===== config.mk =====
export PLATFORM = sky130hd
export DESIGN_NAME = ggbm_seq
export DESIGN_NICKNAME = d
export VERILOG_FILES = /design/src/rtl/core/ggbm_pkg.sv /design/src/rtl/core/ggbm_seq.sv
export VERILOG_INCLUDE_DIRS = /design/src /design/src/rtl/core
export SDC_FILE = /design/constraint.sdc
export NUM_CORES = 1
export LEC_CHECK = 0
export ABC_AREA = 1
export BUFFER_PORTS_ARGS = -buffer_cell sky130_fd_sc_hd__buf_2
export CORE_MARGIN = 1
export CORE_UTILIZATION = 32
export CTS_CLUSTER_SIZE = 24
export DETAILED_ROUTE_END_ITERATION = 10
export SLEW_MARGIN = 10
export SYNTH_ARGS = -nofsm -noshare
export SYNTH_HDL_FRONTEND = slang
export SYNTH_SLANG_ARGS = --single-unit
export TNS_END_PERCENT = 100

===== constraint.sdc =====
create_clock -name clk_i -period 2.4 [get_ports clk_i]
set_input_delay 0 -clock clk_i [delete_from_list [all_inputs] [get_ports clk_i]]
set_output_delay 0 -clock clk_i [all_outputs]
set_load 0.05 [all_outputs]

===== src/rtl/core/assert_macros.svh =====
// Assertion helpers shared by the grid gradient RTL.
// Expects clk_i and rst_ni in the scope of the including module.
`ifndef ASSERT_MACROS_SVH
`define ASSERT_MACROS_SVH

// Clocked property, off while reset is asserted
`define ASSERT_CLK(lbl, prop, msg) \
  lbl: assert property (@(posedge clk_i) disable iff (!rst_ni) prop) else $error(msg);

// Condition that must never be seen at a clock edge
`define ASSERT_NEVER(lbl, cond, msg) \
  `ASSERT_CLK(lbl, !(cond), msg)

`endif


===== src/rtl/core/ggbm_pkg.sv =====
// Shared constants, types and helpers for the grid gradient basis map.
// No dependencies; imported by every module of the block.
`default_nettype none

package ggbm_pkg;

  // Sizing
  localparam int MAX_SIDE  = 1024;
  localparam int SAMPLE_W  = 16;
  localparam int COEF_W    = 16;
  localparam int GRID_W    = 11;
  localparam int GRAD_W    = 45;
  localparam int OUT_IDX_W = 10;
  localparam int IDX_W     = $clog2(MAX_SIDE);
  localparam int SIDE_W    = $clog2(MAX_SIDE + 1);
  localparam int DEPTH     = 3 * MAX_SIDE;
  localparam int ADDR_W    = $clog2(DEPTH);

  // Datapath widths: half-unit difference, scaled derivative, basis product
  localparam int DH_W   = SAMPLE_W + 2;
  localparam int DER_W  = DH_W + SIDE_W + 1;
  localparam int PROD_W = DER_W + COEF_W;

  // Stream payload widths
  localparam int IN_DATA_W  = ((SAMPLE_W + 7) / 8) * 8;
  localparam int OUT_RAW_W  = 2 * GRAD_W + 2 * OUT_IDX_W;
  localparam int OUT_DATA_W = ((OUT_RAW_W + 7) / 8) * 8;

  // Configuration port
  localparam int CFG_IDX_W  = 3;
  localparam int CFG_DATA_W = (GRID_W > COEF_W) ? GRID_W : COEF_W;

  localparam logic [CFG_IDX_W-1:0] REG_GRID_SIZE = 3'd0;
  localparam logic [CFG_IDX_W-1:0] REG_B00       = 3'd1;
  localparam logic [CFG_IDX_W-1:0] REG_B01       = 3'd2;
  localparam logic [CFG_IDX_W-1:0] REG_B10       = 3'd3;
  localparam logic [CFG_IDX_W-1:0] REG_B11       = 3'd4;

  localparam logic [GRID_W-1:0]        GRID_RST = GRID_W'(1024);
  localparam logic signed [COEF_W-1:0] B00_RST  = COEF_W'(16384);
  localparam logic signed [COEF_W-1:0] B01_RST  = '0;
  localparam logic signed [COEF_W-1:0] B10_RST  = '0;
  localparam logic signed [COEF_W-1:0] B11_RST  = COEF_W'(16384);

  // Sequencer states
  typedef enum logic [3:0] {
    S_IDLE  = 4'b0001,
    S_READ  = 4'b0010,
    S_WAIT  = 4'b0100,
    S_OFFER = 4'b1000
  } ggbm_state_e;

  // Basis matrix, Q1.14
  typedef struct packed {
    logic signed [COEF_W-1:0] c00;
    logic signed [COEF_W-1:0] c01;
    logic signed [COEF_W-1:0] c10;
    logic signed [COEF_W-1:0] c11;
  } ggbm_basis_t;

  // Line store access from the sequencer
  typedef struct packed {
    logic                we;
    logic [ADDR_W-1:0]   waddr;
    logic [SAMPLE_W-1:0] wdata;
    logic                re;
    logic [ADDR_W-1:0]   raddr;
  } ggbm_mem_req_t;

  // Point tag carried alongside the arithmetic
  typedef struct packed {
    logic [IDX_W-1:0] row;
    logic [IDX_W-1:0] col;
    logic             last;
  } ggbm_meta_t;

  // One result to compute: neighbors (edge ones replaced by the center)
  typedef struct packed {
    logic signed [SAMPLE_W-1:0] up;
    logic signed [SAMPLE_W-1:0] dn;
    logic signed [SAMPLE_W-1:0] lf;
    logic signed [SAMPLE_W-1:0] rt;
    logic                       row_edge;
    logic                       col_edge;
    ggbm_meta_t                 meta;
  } ggbm_job_t;

  // Row slot arithmetic modulo 3
  function automatic logic [1:0] slot_dec(input logic [1:0] s);
    return (s == 2'd0) ? 2'd2 : s - 2'd1;
  endfunction

  function automatic logic [1:0] slot_inc(input logic [1:0] s);
    return (s == 2'd2) ? 2'd0 : s + 2'd1;
  endfunction

  function automatic logic [ADDR_W-1:0] line_addr(input logic [1:0] slot,
                                                  input logic [IDX_W-1:0] col);
    return ADDR_W'(slot) * ADDR_W'(MAX_SIDE) + ADDR_W'(col);
  endfunction

  // Side in use: grid size clamped to [2, MAX_SIDE]
  function automatic logic [SIDE_W-1:0] clamp_side(input logic [GRID_W-1:0] gs);
    logic [SIDE_W-1:0] res;
    if (gs < GRID_W'(2)) begin
      res = SIDE_W'(2);
    end else if (32'(gs) > MAX_SIDE) begin
      res = SIDE_W'(MAX_SIDE);
    end else begin
      res = SIDE_W'(gs);
    end
    return res;
  endfunction

endpackage

`default_nettype wire


===== src/rtl/core/ggbm_seq.sv =====
// Sequencer: raster counters, line store writes, neighbor reads per result.
// Depends on ggbm_pkg and assert_macros.svh.
`default_nettype none
`include "assert_macros.svh"

module ggbm_seq
  import ggbm_pkg::*;
(
  input  wire logic                 clk_i,
  input  wire logic                 rst_ni,
  input  wire logic [SIDE_W-1:0]    side_i,
  input  wire logic                 restart_i,
  input  wire logic                 s_axis_tvalid,
  output logic                      s_axis_tready,
  input  wire logic [IN_DATA_W-1:0] s_axis_tdata,  // [15:0] sample
  output ggbm_mem_req_t             mem_req_o,
  input  wire logic [SAMPLE_W-1:0]  mem_rdata_i,
  output ggbm_job_t                 job_o,
  output logic                      job_valid_o,
  input  wire logic                 job_ready_i
);

  // Results an item can cause, in emission order
  localparam logic [1:0] JOB_ABOVE = 2'd0;  // point one row up
  localparam logic [1:0] JOB_LEFT  = 2'd1;  // last row, point to the left
  localparam logic [1:0] JOB_HERE  = 2'd2;  // last sample of the frame

  // Neighbor read order
  localparam logic [1:0] RD_UP = 2'd0;
  localparam logic [1:0] RD_DN = 2'd1;
  localparam logic [1:0] RD_LF = 2'd2;
  localparam logic [1:0] RD_RT = 2'd3;

  ggbm_state_e state_q, state_d;

  logic [IDX_W-1:0] row_q, row_d, col_q, col_d;
  logic [1:0]       slot_q, slot_d;
  logic [IDX_W-1:0] cur_r_q, cur_r_d, cur_c_q, cur_c_d;
  logic [1:0]       cur_slot_q, cur_slot_d;
  logic             en_left_q, en_left_d, en_here_q, en_here_d;
  logic [1:0]       job_q, job_d;
  logic [1:0]       rd_k_q, rd_k_d;
  logic             rd_v_q;
  logic [1:0]       rd_k_prev_q;

  logic signed [SAMPLE_W-1:0] up_q, dn_q, lf_q, rt_q;

  logic [IDX_W-1:0] side_m1;
  logic             in_range;
  logic [IDX_W-1:0] r_eff, c_eff;
  logic [1:0]       slot_eff;
  logic             col_last, row_last;
  logic             accept;

  logic [IDX_W-1:0]  pa, pb;
  logic [1:0]        slot_a;
  logic              row_top, row_bot, col_lf, col_rt;
  logic [ADDR_W-1:0] here_addr, raddr;
  logic              job_last;

  // Current position, forced to the frame start if it lies outside the side
  always_comb begin
    side_m1  = IDX_W'(side_i - 1'b1);
    in_range = (row_q <= side_m1) && (col_q <= side_m1);
    r_eff    = in_range ? row_q : '0;
    c_eff    = in_range ? col_q : '0;
    slot_eff = in_range ? slot_q : 2'd0;
    col_last = (c_eff == side_m1);
    row_last = (r_eff == side_m1);
    accept   = s_axis_tvalid && (state_q == S_IDLE);
  end

  assign s_axis_tready = (state_q == S_IDLE);

  // Point of the result being gathered
  always_comb begin
    unique case (job_q)
      JOB_ABOVE: begin
        pa     = cur_r_q - IDX_W'(1);
        slot_a = slot_dec(cur_slot_q);
        pb     = cur_c_q;
      end
      JOB_LEFT: begin
        pa     = cur_r_q;
        slot_a = cur_slot_q;
        pb     = cur_c_q - IDX_W'(1);
      end
      default: begin
        pa     = cur_r_q;
        slot_a = cur_slot_q;
        pb     = cur_c_q;
      end
    endcase
    row_top   = (pa == '0);
    row_bot   = (pa == side_m1);
    col_lf    = (pb == '0);
    col_rt    = (pb == side_m1);
    here_addr = line_addr(slot_a, pb);
    job_last  = (job_q == JOB_HERE) ||
                ((job_q == JOB_LEFT) && !en_here_q) ||
                ((job_q == JOB_ABOVE) && !en_left_q);
  end

  // Neighbor address; a missing neighbor reads the center point
  always_comb begin
    unique case (rd_k_q)
      RD_UP:   raddr = row_top ? here_addr : line_addr(slot_dec(slot_a), pb);
      RD_DN:   raddr = row_bot ? here_addr : line_addr(slot_inc(slot_a), pb);
      RD_LF:   raddr = col_lf  ? here_addr : line_addr(slot_a, pb - IDX_W'(1));
      default: raddr = col_rt  ? here_addr : line_addr(slot_a, pb + IDX_W'(1));
    endcase
  end

  always_comb begin
    mem_req_o.we    = accept;
    mem_req_o.waddr = line_addr(slot_eff, c_eff);
    mem_req_o.wdata = s_axis_tdata[SAMPLE_W-1:0];
    mem_req_o.re    = (state_q == S_READ);
    mem_req_o.raddr = raddr;
  end

  // Control: counters and the per-item sequence
  always_comb begin
    state_d    = state_q;
    row_d      = row_q;
    col_d      = col_q;
    slot_d     = slot_q;
    cur_r_d    = cur_r_q;
    cur_c_d    = cur_c_q;
    cur_slot_d = cur_slot_q;
    en_left_d  = en_left_q;
    en_here_d  = en_here_q;
    job_d      = job_q;
    rd_k_d     = rd_k_q;

    unique case (state_q)
      S_IDLE: begin
        if (accept) begin
          cur_r_d    = r_eff;
          cur_c_d    = c_eff;
          cur_slot_d = slot_eff;
          en_left_d  = row_last && (c_eff != '0);
          en_here_d  = row_last && col_last;
          job_d      = JOB_ABOVE;
          rd_k_d     = RD_UP;
          if (col_last) begin
            col_d = '0;
            if (row_last) begin
              row_d  = '0;
              slot_d = 2'd0;
            end else begin
              row_d  = r_eff + IDX_W'(1);
              slot_d = slot_inc(slot_eff);
            end
          end else begin
            row_d  = r_eff;
            col_d  = c_eff + IDX_W'(1);
            slot_d = slot_eff;
          end
          if (r_eff != '0) begin
            state_d = S_READ;
          end
        end
      end
      S_READ: begin
        rd_k_d = rd_k_q + 2'd1;
        if (rd_k_q == RD_RT) begin
          state_d = S_WAIT;
        end
      end
      S_WAIT: begin
        state_d = S_OFFER;
      end
      S_OFFER: begin
        if (job_ready_i) begin
          if (job_last) begin
            state_d = S_IDLE;
          end else begin
            job_d   = job_q + 2'd1;
            rd_k_d  = RD_UP;
            state_d = S_READ;
          end
        end
      end
      default: begin
        state_d = S_IDLE;
      end
    endcase

    // Grid size write restarts the frame
    if (restart_i) begin
      row_d  = '0;
      col_d  = '0;
      slot_d = 2'd0;
    end
  end

  always_ff @(posedge clk_i or negedge rst_ni) begin
    if (!rst_ni) begin
      state_q     <= S_IDLE;
      row_q       <= '0;
      col_q       <= '0;
      slot_q      <= 2'd0;
      cur_r_q     <= '0;
      cur_c_q     <= '0;
      cur_slot_q  <= 2'd0;
      en_left_q   <= 1'b0;
      en_here_q   <= 1'b0;
      job_q       <= JOB_ABOVE;
      rd_k_q      <= RD_UP;
      rd_v_q      <= 1'b0;
      rd_k_prev_q <= RD_UP;
    end else begin
      state_q     <= state_d;
      row_q       <= row_d;
      col_q       <= col_d;
      slot_q      <= slot_d;
      cur_r_q     <= cur_r_d;
      cur_c_q     <= cur_c_d;
      cur_slot_q  <= cur_slot_d;
      en_left_q   <= en_left_d;
      en_here_q   <= en_here_d;
      job_q       <= job_d;
      rd_k_q      <= rd_k_d;
      rd_v_q      <= (state_q == S_READ);
      rd_k_prev_q <= rd_k_q;
    end
  end

  // Capture read data in the cycle after each read, from the registered read port
  always_ff @(posedge clk_i) begin
    if (rd_v_q) begin
      unique case (rd_k_prev_q)
        RD_UP:   up_q <= $signed(mem_rdata_i);
        RD_DN:   dn_q <= $signed(mem_rdata_i);
        RD_LF:   lf_q <= $signed(mem_rdata_i);
        default: rt_q <= $signed(mem_rdata_i);
      endcase
    end
  end

  always_comb begin
    job_o.up        = up_q;
    job_o.dn        = dn_q;
    job_o.lf        = lf_q;
    job_o.rt        = rt_q;
    job_o.row_edge  = row_top || row_bot;
    job_o.col_edge  = col_lf || col_rt;
    job_o.meta.row  = pa;
    job_o.meta.col  = pb;
    job_o.meta.last = job_last;
  end

  assign job_valid_o = (state_q == S_OFFER);

  `ASSERT_CLK(a_busy_no_accept, job_valid_o |-> !s_axis_tready, "input ready while a result is pending")
  `ASSERT_CLK(a_col_in_side, (col_q <= side_m1) && (row_q <= side_m1), "raster counter beyond side")
  `ASSERT_CLK(a_read_then_wait, (state_q == S_READ) && (rd_k_q == RD_RT) |=> (state_q == S_WAIT), "read sequence overran")

endmodule

`default_nettype wire


## Yosys cells after proc, flatten, opt, wreduce, memory -nomap -nowiden

Index checks and enable logic that the tools add are counted.
Widths: inputs -> output; s select.

- Bits of input ports: 48
- Logic and storage cells: 138
- Bits in registers: 121
- Output and inout port bits: 131

- Equality and inequality tests: 22
- Reduce and logical (&&, ||, !) cells: 35
- Order comparisons: 2
- Add/subtract/negate cells: 19
- Muxes and demuxes: 42
- Bitwise logic cells: 1

Operators with widths:

| operator | number |
|---|---|
| $mux 10 | 13 |
| $add 12x10->12 | 6 |
| $mux 12 | 4 |
| $eq 10x10->1 | 4 |
| $sub 10x1->10 const B | 4 |
| $pmux 12 s3 | 1 |
| $mux 2 | 17 |
| $add 10x1->10 const B | 3 |
| $le 10x10->1 | 2 |
| $logic_not 10->1 | 2 |
| $reduce_bool 10->1 | 2 |
| $mux 4 | 4 |
| $pmux 4 s4 | 1 |
| $eq 2x2->1 const B | 6 |
| $reduce_and 2->1 | 6 |
| $reduce_and 4->1 | 3 |
| $logic_not 2->1 | 5 |
| $add 2x1->2 const B | 4 |
| $ne 2x1->1 const B | 4 |
| $eq 2x1->1 const B | 3 |
| $logic_and 1x1->1 | 6 |
| $pmux 2 s3 | 1 |
| $reduce_bool 2->1 | 3 |
| $eq 4x1->1 const B | 1 |
| 11 further kinds | 16 |

## Longest topological paths before layout

- Word-level depth: 11
- Depth in mapped cells: 28
- Depth with buffers taken out: 27

## Worst setup path after synthesis

OpenSTA, ideal clock, no wires.

- Path kind: register -> output
- Start point: register job_q[1]
- End point: output port mem_req_o[5] in the netlist's numbering
- Data required time: 2.400 ns
- Setup slack: -1.794 ns
- Stages on the path, launching flop included: 15
- Arrival time: 4.194 ns
- Path buffers: 0
- Path through: dfrtp_1 inv_1 ha_1 nand3b_1 nor2_1 nand2_1 xor2_1 inv_1 nor2_1 nor3_1 nand3_1 nand3_1 o21ai_0 nand2_1 o21ai_0

RTL lines:

| element | RTL line | text |
|---|---|---|
| start: declaration | ggbm_seq.sv:41 | `logic [1:0] job_q, job_d;` |
| start signal: assignment | ggbm_seq.sv:223 | `job_q <= job_d;` |
| end: declaration | ggbm_seq.sv:16 | `output ggbm_mem_req_t mem_req_o,` |

==> results.sh <==
export IMPL_yosys_warnings=0
export IMPL_cts_buffers=17
export IMPL_crit_family="buffers and inverters"
export IMPL_worstPathCellList="inv_2, ha_4, nand3b_1, buf_6, o21ai_4, nand2_4, buf_6, xnor2_4, nor4_4, nand3_2, buf_6, buf_6, a21oi_4, o21ai_4, buf_8"
export IMPL_ys_ff_latch=121
export IMPL_setup_ws_ns=-0.737
export IMPL_max_freq_ghz=0.319
export IMPL_cts_root_buf="clkbuf_16"
export IMPL_fin_crit_ns=3.14
export IMPL_hold_viol=0
export IMPL_numClockSinks=121
export IMPL_crit_path_end_kind="output pin"
export IMPL_setup_viol=53
export IMPL_cp_num_buf_inv=6
export IMPL_synth_area_mm2=0.00766
export IMPL_finalMaxSlewViolations=0
export IMPL_drt_wirelength_per_cell_um=17.3
export IMPL_layout_worst_path_cycle_share=1.31
export IMPL_cp_arrival_ns=3.14
export IMPL_core_area_mm2=0.0235
export IMPL_grt_start_max_net_pins=46
export IMPL_finClkSkew_ns=0.00944
export IMPL_crit_top_cell="buf_6"
export IMPL_io_pins=179
export IMPL_ir_worst_vdd_mv=0.722
export IMPL_critPathMaxStageDelay_ns=0.40
export IMPL_grt_setup_unrepaired="true"
export IMPL_final_cell_mix="224 x buf_4, 185 x nand2_1, 116 x buf_2"
export IMPL_reg2regPathDepth=19
export IMPL_cp_required_ns=2.40
export IMPL_antenna_cells=0
export IMPL_slew_headroom=0.153
export IMPL_die_width_um=157
export IMPL_crit_path_top_delay_cell="dfrtp_1"
export IMPL_total_leakage_power_nw=6.25
export IMPL_yosysSeqAreaShare=0.437
export IMPL_syn_avg_cell_area_um2=8.20
export IMPL_num_rows=56
export IMPL_final_common_cell="buf_4"
export IMPL_numPortBuffers=145
export IMPL_drc=0
export IMPL_drt_pass1_iter_count=9
export IMPL_hp_class="primary input to output pin"
export IMPL_grt_pass1_wl_um=42600
export IMPL_dp_worst_setup_slack_ns=-0.774
export IMPL_hold_depth=0
export IMPL_die_area_mm2=0.0246
export IMPL_synth_distinct_cells=49
export IMPL_ant_nets=0
export IMPL_grt_antenna_before_repair=0
export IMPL_outcome="complete, but fails checks"
export IMPL_grt_usage=0.226
export IMPL_placed_cells=1590
export IMPL_place_area_mm2=0.0109
export IMPL_gp_congestion=0.921
export IMPL_cts_tree="done"
export IMPL_viasPerCell=5.00
export IMPL_drtIter0Drc=773
export IMPL_nets=1463
export IMPL_final_cells=1711
export IMPL_yosysTopAreaCellShare=0.251
export IMPL_violations="setup timing"
export IMPL_crit_type="flop to output pin"
export IMPL_synthTopCellsByArea="edfxtp_1 25%, dfrtp_1 18%, nand2_1 12%"
export IMPL_netlist_instances=934
export IMPL_h_tree_depth=4
export IMPL_vias=8552
export IMPL_drive_above_1_share=0.537
export IMPL_crit_cells=15
export IMPL_clk_path_buf_depth=2
export IMPL_die_h_um=157
export IMPL_maxCapViolCount=0
export IMPL_totalWireLength_um=29600
export IMPL_start_kind="flop"
export IMPL_synth_net_count=1018
export IMPL_initial_utilization=0.326
export IMPL_yosysTopAreaCell="edfxtp_1"
export IMPL_grt_pass1_vias=8224
export IMPL_grt_overflow=0
export IMPL_tightestPinTransition_ns=1.27
export IMPL_clkLatencyLatePin_ns=0.42
export IMPL_path_clk_slew_ns=0.06
export IMPL_areaGrowthSynthToFinish_pct=80.9
export IMPL_power_density_mw_per_mm2=970
export IMPL_postLayoutCellArea_mm2=0.0139
export IMPL_path_max_fanout=6
export IMPL_dpl_hpwl_um=19500
Yosys cell counts (all sizes together):
cell type / number
dfrtp: 56
dfstp: 1
nand3b: 3
nor4: 9
clkinv: 2
o21ai: 75
a21o: 1
nand4: 34
nor2: 75
buf: 26
a31o: 1
nor3: 26
a211oi: 1
o211ai: 5
a32oi: 1
o21a: 1
ha: 36
a21oi: 14
o21bai: 2
o32ai: 2
inv: 116
a2111oi: 1
nand3: 64
o22ai: 6
clkbuf: 8
or2: 2
and2: 2
xor2: 36
xnor2: 11
a31oi: 1
nand2: 252
edfxtp: 64
path summary, 6_finish.rpt:
path | startpoint | to | slack (ns)
worst max-delay path | job_q[1] | mem_req_o[3] | -0.74
worst min-delay path | s_axis_tdata[2] | mem_req_o[15] | 0.00001
worst max register to register | col_q[5] | row_q[5] | -0.66
worst min register to register | rd_k_q[1] | rd_k_prev_q[1] | 0.45
max in group asynchronous | rst_ni | col_q[7] | 1.66
min in group asynchronous | rst_ni | col_q[2] | 0.15
flip-flops by register name (all words and copies together) (netlist names):
register and cells:
col_q 10, cur_c_q 10, cur_r_q 10, cur_slot_q 2, dn_q 16, en_here_q 1
en_left_q 1, job_q 2, lf_q 16, rd_k_prev_q 2, rd_k_q 2, rd_v_q 1
row_q 10, rt_q 16, slot_q 2, state_q 4, up_q 16
stage by stage:
| step | hold slack, ns | TNS, ns | total power [mW] | util |
|---|---|---|---|---|
| floorplan | -0.296 | -10.18 | 7.16 | - |
| global placement | -0.158 | -22.18 | 9.43 | 0.464 |
| detailed placement | -0.160 | -25.33 | 9.47 | 0.464 |
| CTS | 0.000341 | -16.93 | 12.9 | 0.557 |
| global route | 0.0000718 | -29.18 | 14.1 | 0.590 |
| finish | 0.0000140 | -24.05 | 13.4 | 0.590 |
layout make-up:
type / count / area [um^2]
Fill cell: 1873 / 9620
Multi-Input combinational cell: 664 / 5300
Timing Repair Buffer: 454 / 3680
Sequential cell: 121 / 3350
Inverter: 118 / 526
Clock buffer: 18 / 429
Tap cell: 319 / 399
Clock inverter: 14 / 140
Timing Repair inverter: 3 / 32.5
repair_timing:
item,4_1_cts,5_1_grt
gates resized for setup,256,140
pin swaps,76,87
setup buffers,42,32
hold buffers,21,0
gates cloned,9,0
hold endpoints to repair,123,0
setup endpoints to repair,56,57
report_power, final:
group          leakage (nW)  switching, mW  internal (mW)
clock network         0.268           1.05           1.45
registers              1.36         0.0665           2.33
logic                  4.62           5.19           3.35
total                  6.25           6.30           7.13
per-layer routing:
metal	vias up	wire [um]	GRT usage
li1	4013	-	-
met1	4011	11700	0.271
met2	414	14600	0.396
met3	114	1970	0.0438
met4	0	1330	0.0938
met5	-	0	0
cells by family (layout without fill, tap and decap cells):
kind of cell / count (synthesis) / after routing / share of synthesized area
xor gates and xnor gates: 47 / 47 / 0.0572
adders and majority gates: 36 / 36 / 0.0588
buffers and inverters: 152 / 607 / 0.0887
and+or+nand+nor: 467 / 470 / 0.277
DFF: 121 / 121 / 0.437
AOI/OAI and AO/OA: 111 / 111 / 0.0812
Note: power is estimated with default switching activity, not from simulation.
